### config.mk
export PLATFORM = sky130hd
export DESIGN_NAME = blinking_serial_led_display_driver_flat
export DESIGN_NICKNAME = d
export VERILOG_FILES = /design/src/hw/rtl/bsled_pkg.sv /design/src/hw/rtl/bsled_in_if.sv /design/src/hw/rtl/bsled_out_if.sv /design/src/hw/rtl/bsled_image.sv /design/src/hw/rtl/bsled_ctrl.sv /design/src/hw/rtl/blinking_serial_led_display_driver.sv /design/src/flat_wrapper.sv
export SDC_FILE = /design/constraint.sdc
export NUM_CORES = 1
export LEC_CHECK = 0
export ABC_AREA = 1
export BUFFER_PORTS_ARGS = -buffer_cell sky130_fd_sc_hd__buf_2
export CAP_MARGIN = 20
export CORE_MARGIN = 2
export CORE_UTILIZATION = 49
export DETAILED_ROUTE_END_ITERATION = 8
export HOLD_SLACK_MARGIN = 0.05
export PLACE_DENSITY_LB_ADDON = 0.25
export SKIP_CTS_REPAIR_TIMING = 1
export SLEW_MARGIN = 10
export SYNTH_ARGS = -nofsm -noshare
export SYNTH_HDL_FRONTEND = slang
export SYNTH_SLANG_ARGS = --single-unit
### constraint.sdc
create_clock -name i_clk -period 4.35 [get_ports i_clk]
set_input_delay 0.6525 -clock i_clk [delete_from_list [all_inputs] [get_ports i_clk]]
set_output_delay 0.6525 -clock i_clk [all_outputs]
set_load 0.03 [all_outputs]
### src/hw/rtl/bsled_pkg.sv
// Package for the blinking serial LED display driver.
// Holds widths, register indexes, event and part codes, and shared structs.
// No dependencies.
package bsled_pkg;

    localparam int WORD_BITS_DEF = 28;
    localparam int MAX_BITS      = 32;
    localparam int REG_W         = 28;
    localparam int PERIOD_W      = 16;
    localparam int NUM_PARTS     = 7;
    localparam int CFG_IDX_W     = 3;
    localparam int CFG_DATA_W    = 28;
    localparam int OP_W          = 3;
    localparam int PART_W        = 3;

    localparam logic [REG_W-1:0]    MASK_WHOLE_RST = {REG_W{1'b1}};
    localparam logic [PERIOD_W-1:0] PERIOD_RST     = PERIOD_W'(500);
    localparam logic [PERIOD_W-1:0] COUNT_MAX      = {PERIOD_W{1'b1}};

    localparam logic [CFG_IDX_W-1:0] CFG_BLINK_PERIOD = CFG_IDX_W'(7);
    localparam logic [PART_W-1:0]    PART_CUSTOM      = PART_W'(7);

    typedef enum logic [OP_W-1:0] {
        OP_NONE  = 3'd0,
        OP_TICK  = 3'd1,
        OP_UPD   = 3'd2,
        OP_START = 3'd3,
        OP_STOP  = 3'd4
    } t_op;

    typedef enum logic [2:0] {
        TX_IDLE,
        TX_INIT,
        TX_WRITE,
        TX_HIGH,
        TX_LATCH
    } t_tx;

    // Post-event view of the image unit, seen by the controller
    typedef struct packed {
        logic pending;
        logic blink_on;
        logic expired;
    } t_ev_flags;

    // Controller step back to the image unit
    typedef struct packed {
        logic clr_pending;
        logic clr_count;
    } t_ctl_fb;

    typedef struct packed {
        logic serial_data;
        logic shift_clock;
        logic latch_enable;
        logic busy;
    } t_pins;

endpackage

### src/hw/rtl/bsled_in_if.sv
// Input item channel of the LED display driver: valid, ready and event payload.
// Depends on bsled_pkg.
interface bsled_in_if import bsled_pkg::*; ();
    logic              valid;
    logic              ready;
    logic [OP_W-1:0]   op;
    logic [PART_W-1:0] part;
    logic [REG_W-1:0]  word;

    modport source (output valid, output op, output part, output word, input ready);
    modport sink   (input valid, input op, input part, input word, output ready);
endinterface

### src/hw/rtl/bsled_out_if.sv
// Result item channel of the LED display driver: valid, ready and pin levels.
// Depends on nothing.
interface bsled_out_if ();
    logic valid;
    logic ready;
    logic serial_data;
    logic shift_clock;
    logic latch_enable;
    logic busy_res;

    modport source (output valid, output serial_data, output shift_clock,
                    output latch_enable, output busy_res, input ready);
    modport sink   (input valid, input serial_data, input shift_clock,
                    input latch_enable, input busy_res, output ready);
endinterface

### src/hw/rtl/bsled_image.sv
// Image unit: part masks, blink period, display image, blink mask, blink counter.
// Applies one event per accepted item. Depends on bsled_pkg.
module bsled_image import bsled_pkg::*; #(
    parameter int WORD_BITS = WORD_BITS_DEF
) (
    input  logic                  i_clk,
    input  logic                  i_rst_n,
    input  logic                  i_accept,
    input  logic [OP_W-1:0]       i_op,
    input  logic [PART_W-1:0]     i_part,
    input  logic [REG_W-1:0]      i_word,
    input  logic                  i_cfg_we,
    input  logic [CFG_IDX_W-1:0]  i_cfg_idx,
    input  logic [CFG_DATA_W-1:0] i_cfg_data,
    input  t_ctl_fb               i_fb,
    output t_ev_flags             o_flags,
    output logic [WORD_BITS-1:0]  o_display,
    output logic [WORD_BITS-1:0]  o_blink_image
);

    logic [REG_W-1:0]     r_mask [NUM_PARTS];
    logic [PERIOD_W-1:0]  r_period;
    logic [WORD_BITS-1:0] r_display, n_display;
    logic [WORD_BITS-1:0] r_bmask, n_bmask;
    logic                 r_on, n_on;
    logic                 r_pending, n_pending;
    logic [PERIOD_W-1:0]  r_count, n_count;

    logic [MAX_BITS-1:0]  w_word_ext, w_mask_ext;
    logic [WORD_BITS-1:0] w_word, w_part_mask, w_sel_upd, w_sel_blk;

    // Resize the fixed-width fields to the display word
    assign w_word_ext  = {{(MAX_BITS-REG_W){1'b0}}, i_word};
    assign w_mask_ext  = (i_part != PART_CUSTOM) ?
                         {{(MAX_BITS-REG_W){1'b0}}, r_mask[i_part]} : '0;
    assign w_word      = w_word_ext[WORD_BITS-1:0];
    assign w_part_mask = w_mask_ext[WORD_BITS-1:0];
    assign w_sel_upd   = w_part_mask;
    assign w_sel_blk   = (i_part != PART_CUSTOM) ? w_part_mask : w_word;

    always_comb begin
        n_display = r_display;
        n_bmask   = r_bmask;
        n_on      = r_on;
        n_pending = r_pending;
        n_count   = r_count;
        case (t_op'(i_op))
            OP_TICK: begin
                if (r_on && r_count != COUNT_MAX) begin
                    n_count = r_count + PERIOD_W'(1);
                end
            end
            OP_UPD: begin
                n_display = (w_word & w_sel_upd) | (r_display & ~w_sel_upd);
                n_pending = 1'b1;
            end
            OP_START: begin
                n_bmask = r_bmask | w_sel_blk;
                if (!r_on && n_bmask != '0) begin
                    n_count = '0;
                    n_on    = 1'b1;
                end
            end
            OP_STOP: begin
                // ignored entirely while not blinking
                if (r_on) begin
                    n_bmask = r_bmask & ~w_sel_blk;
                    if (n_bmask == '0) begin
                        n_count = '0;
                        n_on    = 1'b0;
                    end
                end
            end
            default: begin
            end
        endcase
    end

    assign o_flags.pending  = n_pending;
    assign o_flags.blink_on = n_on;
    assign o_flags.expired  = (n_count >= r_period);
    assign o_display        = n_display;
    assign o_blink_image    = n_display & ~n_bmask;

    always_ff @(posedge i_clk) begin
        if (!i_rst_n) begin
            r_mask[0] <= MASK_WHOLE_RST;
            for (int i = 1; i < NUM_PARTS; i++) begin
                r_mask[i] <= '0;
            end
            r_period <= PERIOD_RST;
        end else if (i_cfg_we) begin
            if (i_cfg_idx == CFG_BLINK_PERIOD) begin
                r_period <= i_cfg_data[PERIOD_W-1:0];
            end else begin
                r_mask[i_cfg_idx] <= i_cfg_data[REG_W-1:0];
            end
        end
    end

    always_ff @(posedge i_clk) begin
        if (!i_rst_n) begin
            r_display <= '0;
            r_bmask   <= '0;
            r_on      <= 1'b0;
            r_pending <= 1'b0;
            r_count   <= '0;
        end else if (i_accept) begin
            r_display <= n_display;
            r_bmask   <= n_bmask;
            r_on      <= n_on;
            r_pending <= n_pending & ~i_fb.clr_pending;
            r_count   <= i_fb.clr_count ? '0 : n_count;
        end
    end

endmodule

### src/hw/rtl/bsled_ctrl.sv
// Transfer controller: starts transfers, toggles blink phase, drives the pins.
// Shifts the word out LSB first and ends with a latch pulse. Depends on bsled_pkg.
module bsled_ctrl import bsled_pkg::*; #(
    parameter int WORD_BITS = WORD_BITS_DEF
) (
    input  logic                 i_clk,
    input  logic                 i_rst_n,
    input  logic                 i_accept,
    input  t_ev_flags            i_flags,
    input  logic [WORD_BITS-1:0] i_display,
    input  logic [WORD_BITS-1:0] i_blink_image,
    output t_ctl_fb              o_fb,
    output t_pins                o_pins
);

    localparam int BI_W = $clog2(WORD_BITS + 1);

    t_tx                  r_state, n_state;
    logic [BI_W-1:0]      r_bit, n_bit;
    logic [WORD_BITS-1:0] r_word, n_word;
    logic                 r_data, n_data;
    logic                 r_sclk, n_sclk;
    logic                 r_latch, n_latch;
    logic                 r_phase, n_phase;

    logic                 w_start_upd, w_start_blink, w_last;
    logic [WORD_BITS-1:0] w_shifted;

    assign w_start_upd   = i_flags.pending && !i_flags.blink_on;
    assign w_start_blink = !i_flags.pending && i_flags.blink_on && i_flags.expired;
    assign w_last        = (r_bit >= BI_W'(WORD_BITS));
    assign w_shifted     = r_word >> r_bit;

    always_comb begin
        n_state = r_state;
        case (r_state)
            TX_IDLE: begin
                if (w_start_upd || w_start_blink) begin
                    n_state = TX_INIT;
                end
            end
            TX_INIT:  n_state = w_last ? TX_LATCH : TX_WRITE;
            TX_WRITE: n_state = TX_HIGH;
            TX_HIGH:  n_state = TX_INIT;
            TX_LATCH: n_state = TX_IDLE;
            default:  n_state = TX_IDLE;
        endcase
    end

    always_comb begin
        n_bit   = r_bit;
        n_word  = r_word;
        n_data  = r_data;
        n_sclk  = r_sclk;
        n_latch = r_latch;
        n_phase = r_phase;
        o_fb    = '0;
        case (r_state)
            TX_IDLE: begin
                if (i_flags.pending) begin
                    // drop the pending update; it starts nothing while blinking
                    o_fb.clr_pending = 1'b1;
                    if (!i_flags.blink_on) begin
                        n_word = i_display;
                        n_bit  = '0;
                    end
                end else if (w_start_blink) begin
                    o_fb.clr_count = 1'b1;
                    n_phase        = ~r_phase;
                    n_word         = n_phase ? i_blink_image : i_display;
                    n_bit          = '0;
                end
            end
            TX_INIT: begin
                if (w_last) begin
                    n_latch = 1'b1;
                end else begin
                    n_sclk = 1'b0;
                end
            end
            TX_WRITE: n_data = w_shifted[0];
            TX_HIGH: begin
                n_sclk = 1'b1;
                n_bit  = r_bit + BI_W'(1);
            end
            TX_LATCH: n_latch = 1'b0;
            default: begin
            end
        endcase
    end

    always_ff @(posedge i_clk) begin
        if (!i_rst_n) begin
            r_state <= TX_IDLE;
            r_bit   <= '0;
            r_word  <= '0;
            r_data  <= 1'b0;
            r_sclk  <= 1'b0;
            r_latch <= 1'b0;
            r_phase <= 1'b0;
        end else if (i_accept) begin
            r_state <= n_state;
            r_bit   <= n_bit;
            r_word  <= n_word;
            r_data  <= n_data;
            r_sclk  <= n_sclk;
            r_latch <= n_latch;
            r_phase <= n_phase;
        end
    end

    assign o_pins.serial_data  = r_data;
    assign o_pins.shift_clock  = r_sclk;
    assign o_pins.latch_enable = r_latch;
    assign o_pins.busy         = (r_state != TX_IDLE);

endmodule

### src/hw/rtl/blinking_serial_led_display_driver.sv
// Blinking serial LED display driver, top level. An accepted item's result is
// valid in the next cycle. One item per cycle unless a result stalls; the state
// registers update on each accept and the output valid register parts the sides.
// Reset (synchronous, active low) clears all state and loads register defaults.
// Depends on bsled_pkg, bsled_in_if, bsled_out_if, bsled_image, bsled_ctrl.
module blinking_serial_led_display_driver import bsled_pkg::*; #(
    parameter int WORD_BITS = WORD_BITS_DEF
) (
    input  logic                  i_clk,
    input  logic                  i_rst_n,
    bsled_in_if.sink              i_item,
    bsled_out_if.source           o_res,
    input  logic                  i_cfg_we,
    input  logic [CFG_IDX_W-1:0]  i_cfg_idx,
    input  logic [CFG_DATA_W-1:0] i_cfg_data
);

    logic                 r_out_valid;
    logic                 w_accept;
    t_ev_flags            w_flags;
    t_ctl_fb              w_fb;
    t_pins                w_pins;
    logic [WORD_BITS-1:0] w_display, w_blink_image;

    assign i_item.ready = !r_out_valid || o_res.ready;
    assign w_accept     = i_item.valid && i_item.ready;

    bsled_image #(.WORD_BITS(WORD_BITS)) u_image (
        .i_clk        (i_clk),
        .i_rst_n      (i_rst_n),
        .i_accept     (w_accept),
        .i_op         (i_item.op),
        .i_part       (i_item.part),
        .i_word       (i_item.word),
        .i_cfg_we     (i_cfg_we),
        .i_cfg_idx    (i_cfg_idx),
        .i_cfg_data   (i_cfg_data),
        .i_fb         (w_fb),
        .o_flags      (w_flags),
        .o_display    (w_display),
        .o_blink_image(w_blink_image)
    );

    bsled_ctrl #(.WORD_BITS(WORD_BITS)) u_ctrl (
        .i_clk        (i_clk),
        .i_rst_n      (i_rst_n),
        .i_accept     (w_accept),
        .i_flags      (w_flags),
        .i_display    (w_display),
        .i_blink_image(w_blink_image),
        .o_fb         (w_fb),
        .o_pins       (w_pins)
    );

    // Pin registers change only on accept, so a stalled result holds
    always_ff @(posedge i_clk) begin
        if (!i_rst_n) begin
            r_out_valid <= 1'b0;
        end else if (w_accept) begin
            r_out_valid <= 1'b1;
        end else if (o_res.ready) begin
            r_out_valid <= 1'b0;
        end
    end

    assign o_res.valid        = r_out_valid;
    assign o_res.serial_data  = w_pins.serial_data;
    assign o_res.shift_clock  = w_pins.shift_clock;
    assign o_res.latch_enable = w_pins.latch_enable;
    assign o_res.busy_res     = w_pins.busy;

endmodule

### src/flat_wrapper.sv
// flat-port wrapper written by rule: the top's interface ports become plain ports
module blinking_serial_led_display_driver_flat import bsled_pkg::*;
#(
    parameter int WORD_BITS = WORD_BITS_DEF
)
  (i_clk, i_rst_n, i_cfg_we, i_cfg_idx, i_cfg_data, i_item_valid, i_item_op, i_item_part, i_item_word, i_item_ready, o_res_valid, o_res_serial_data, o_res_shift_clock, o_res_latch_enable, o_res_busy_res, o_res_ready);
  bsled_in_if i_item_i ();
  bsled_out_if o_res_i ();
  input  logic i_clk;
  input  logic i_rst_n;
  input  logic i_cfg_we;
  input  logic [CFG_IDX_W-1:0] i_cfg_idx;
  input  logic [CFG_DATA_W-1:0] i_cfg_data;
  input wire logic [$bits(i_item_i.valid)-1:0] i_item_valid;
  input wire logic [$bits(i_item_i.op)-1:0] i_item_op;
  input wire logic [$bits(i_item_i.part)-1:0] i_item_part;
  input wire logic [$bits(i_item_i.word)-1:0] i_item_word;
  output wire logic [$bits(i_item_i.ready)-1:0] i_item_ready;
  output wire logic [$bits(o_res_i.valid)-1:0] o_res_valid;
  output wire logic [$bits(o_res_i.serial_data)-1:0] o_res_serial_data;
  output wire logic [$bits(o_res_i.shift_clock)-1:0] o_res_shift_clock;
  output wire logic [$bits(o_res_i.latch_enable)-1:0] o_res_latch_enable;
  output wire logic [$bits(o_res_i.busy_res)-1:0] o_res_busy_res;
  input wire logic [$bits(o_res_i.ready)-1:0] o_res_ready;
  assign i_item_i.valid = i_item_valid;
  assign i_item_i.op = i_item_op;
  assign i_item_i.part = i_item_part;
  assign i_item_i.word = i_item_word;
  assign i_item_ready = i_item_i.ready;
  assign o_res_valid = o_res_i.valid;
  assign o_res_serial_data = o_res_i.serial_data;
  assign o_res_shift_clock = o_res_i.shift_clock;
  assign o_res_latch_enable = o_res_i.latch_enable;
  assign o_res_busy_res = o_res_i.busy_res;
  assign o_res_i.ready = o_res_ready;
  blinking_serial_led_display_driver #(.WORD_BITS(WORD_BITS)) u_core (.i_clk(i_clk), .i_rst_n(i_rst_n), .i_item(i_item_i), .o_res(o_res_i), .i_cfg_we(i_cfg_we), .i_cfg_idx(i_cfg_idx), .i_cfg_data(i_cfg_data));
endmodule
==> metrics.cfg <==
[grt]
grt.busiest_layer = met2
globalRouteMet3Util = 0.0422
use_met2 = 0.466
grtUsageTotal = 0.293
grt_pass1_wl_um = 87700
grt_overflow = 0
grt_max_degree = 109
grtUsageMet1 = 0.410
grt_pass1_vias = 15700
antenna_found_initial = 0

[sta]
fin_skew_ns = 0.0230
slew_violations = 0
fin_crit_ns = 4.17
finalSetupTns_ns = 0
finalWorstSetupSlack_ns = 0.182
relSlewSlack = 0.373
fin_crit_sh = 0.958
hold_viol = 0
max_freq_ghz = 0.240
max_slew.worst_pin.slew_ns = 0.941
setup_violations = 0
grt_setup_unrepaired = yes

[critical_path]
cp-end-kind = flip-flop
reg2reg_to = u_core.u_ctrl.r_word[21]
critPathLaunch = i_item_part[0]
cp_common_cell = nand2_1
crit_fanout = 8
crit_arrival_ns = 4.57
path_class = in -> reg
crit_buf_inv = 9
crit_slowest_cell = ha_1
path_delay_family = simple AND/OR/NAND/NOR gates
startpoint_type = input pin
r2r_setup_slack_ns = 0.33
reg2regPathDepth = 35
crit_required_ns = 4.76
r2r-start = u_core.u_image.r_mask[7][24]
cpPeakStageDelay_ns = 0.32

[final_layout]
final_nets = 2631
stdcell_count = 3039
drive_gt1_frac = 0.172
diodes = 0
area_delta_synth_final_pct = 21.6

[clock_tree]
root_buffer = clkbuf_16
cts.clk_slew.worst_paths_ns = 0.05
clock_latency_ns = 0.57
cts_tree = yes
htreeDepth = 2
cts_buffers = 40
clockBufferDepth = 3
cts_sinks = 355

[floorplanning]
core_area_um2 = 36700
die-width_um = 197
start_util = 0.499
rows = 70
io_pins = 76
dieHeight_um = 197
dieArea_um2 = 38900

[synth]
ys_ff_latch = 355
yosysWarnings = 0
ys_async_sr_fraction = 0
synthDistinctLibCells = 53
synth-edff-count = 196
syn_area_per_cell_um2 = 7.78
synth_seq_area_share = 0.495
synthesis.area_um2 = 18300
syn-instance-count = 2353
synth_flop_cell = edfxtp_1

[min_path]
min_to = u_core.u_image.r_period[6]
hold_class = in -> reg
whs_path_depth = 3
worstHoldStart = i_cfg_data[6]

[routing]
viasPerCell = 5.62
first_iter_violations = 2088
vias = 17100
route.detailed.drc = 0
drtAntennaViolNets = 0
post_drt_wl_per_cell_um = 19.5
drt_wl_total_um = 59400
dr.pass1.iters = 6

[place]
place_ws_ns = -0.703
gp_congestion = 0.906
dp_hpwl_um = 37700
dpl.cell_count = 2947
io_buffer_count = 75

[power_and_ir_drop]
p_leak_nw = 9.52
power.total_mw = 8.60
pwr_density_cell_nw_per_um2 = 386
peakVddDrop_uv = 260

[run_status]
outcome = completed

[run]
cap_violations = 0

-- worst max path at each step --
stage | endpoint | slack, ns | cells past startpoint
4_1_cts | u_core.u_ctrl.r_state[0] | -0.14 | 35
3_5_place_dp | u_core.u_ctrl.r_state[0] | -0.70 | 35
6_report | u_core.u_ctrl.r_word[27] | 0.18 | 33
3_3_place_gp | u_core.u_ctrl.r_word[18] | -0.65 | 36
5_1_grt | u_core.u_ctrl.r_word[27] | -0.09 | 35
2_1_floorplan | u_core.u_image.r_mask[5][0] | 0.03 | 5
-- worst min-delay path, stage by stage --
cell and delay, ns:
buf_2 0.11, a21oi_1 0.06, o21ai_0 0.06
-- cell families after synthesis --
group | synth area share
adder cells (fa/ha/maj) | 0.0130
flip-flops | 0.495
AND/OR/NAND/NOR | 0.251
XOR/XNOR | 0.00287
AO/OA/AOI/OAI | 0.127
multiplexers | 0.0137
buffers and inverters | 0.0967
other | 0.000205
-- synthesized netlist by cell type (all sizes together) (18+ instances only) --
| master | instances | area [um^2] |
|---|---|---|
| clkbuf | 69 | 259 |
| nor2 | 340 | 1280 |
| o211ai | 20 | 155 |
| mux2i | 25 | 250 |
| o21ai | 178 | 898 |
| inv | 283 | 1060 |
| buf | 58 | 435 |
| dfxtp | 159 | 3180 |
| nand3 | 183 | 956 |
| edfxtp | 196 | 5890 |
| nand4 | 18 | 113 |
| nand2 | 555 | 2120 |
| ha | 19 | 238 |
| a21oi | 168 | 886 |
-- layer usage --
metal	share of wire	vias to the layer above	wire length, um
met1	0.42	8033	25000
met3	0.089	144	5300
met5	0	-	0
li1	-	8042	-
met2	0.45	853	26700
met4	0.040	0	2400
-- cells in the final DEF, fill, tap and decap left out, drive strengths merged, types with 17 or more instances in the layout --
master	instances
a21oi	168
inv	283
nor3	17
nand2	555
o21ai	178
conb	28
edfxtp	196
nor2	340
ha	19
mux2i	25
buf	234
nand4	18
nand3	183
o211ai	20
dfxtp	159
clkbuf	71
-- through the flow --
step	area [um^2]	hold WS (ns)	utilization
global route	22300	0.354	0.607
finish	22300	0.350	0.607
floorplan	18400	0.429	-
detailed placement	20000	0.443	0.545
CTS	21300	0.332	0.581
global placement	20000	0.443	0.545
-- power by group --
part,internal (mW),switching [mW]
registers,3.74,0.0980
logic,0.464,0.845
clock network,2.05,1.40
total,6.26,2.35
-- layout make-up --
class	instances	area, um^2
well taps	468	586
clock buffers	58	1130
flip-flops and latches	355	9070
clock inverters	13	181
repair buffers	247	2180
inverters	286	1100
fillers	3213	14400
multi-input cells	1612	8020
-- sequential cells by signal, summed over array words and instances (netlist names) --
name,cells
u_core.u_image.r_count,16
u_core.u_image.r_period,16
u_core.u_ctrl.r_bit,5
u_core.u_image.r_bmask,28
u_core.u_ctrl.r_sclk,1
u_core.u_image.r_pending,1
u_core.u_image.r_on,1
u_core.u_ctrl.r_word,28
u_core.u_image.r_mask,224
u_core.u_ctrl.r_state,3
u_core.u_image.r_display,28
u_core.u_ctrl.r_latch,1
u_core.o_res.valid,1
u_core.u_ctrl.r_data,1
u_core.u_ctrl.r_phase,1
(Power assumes the default switching activity.)
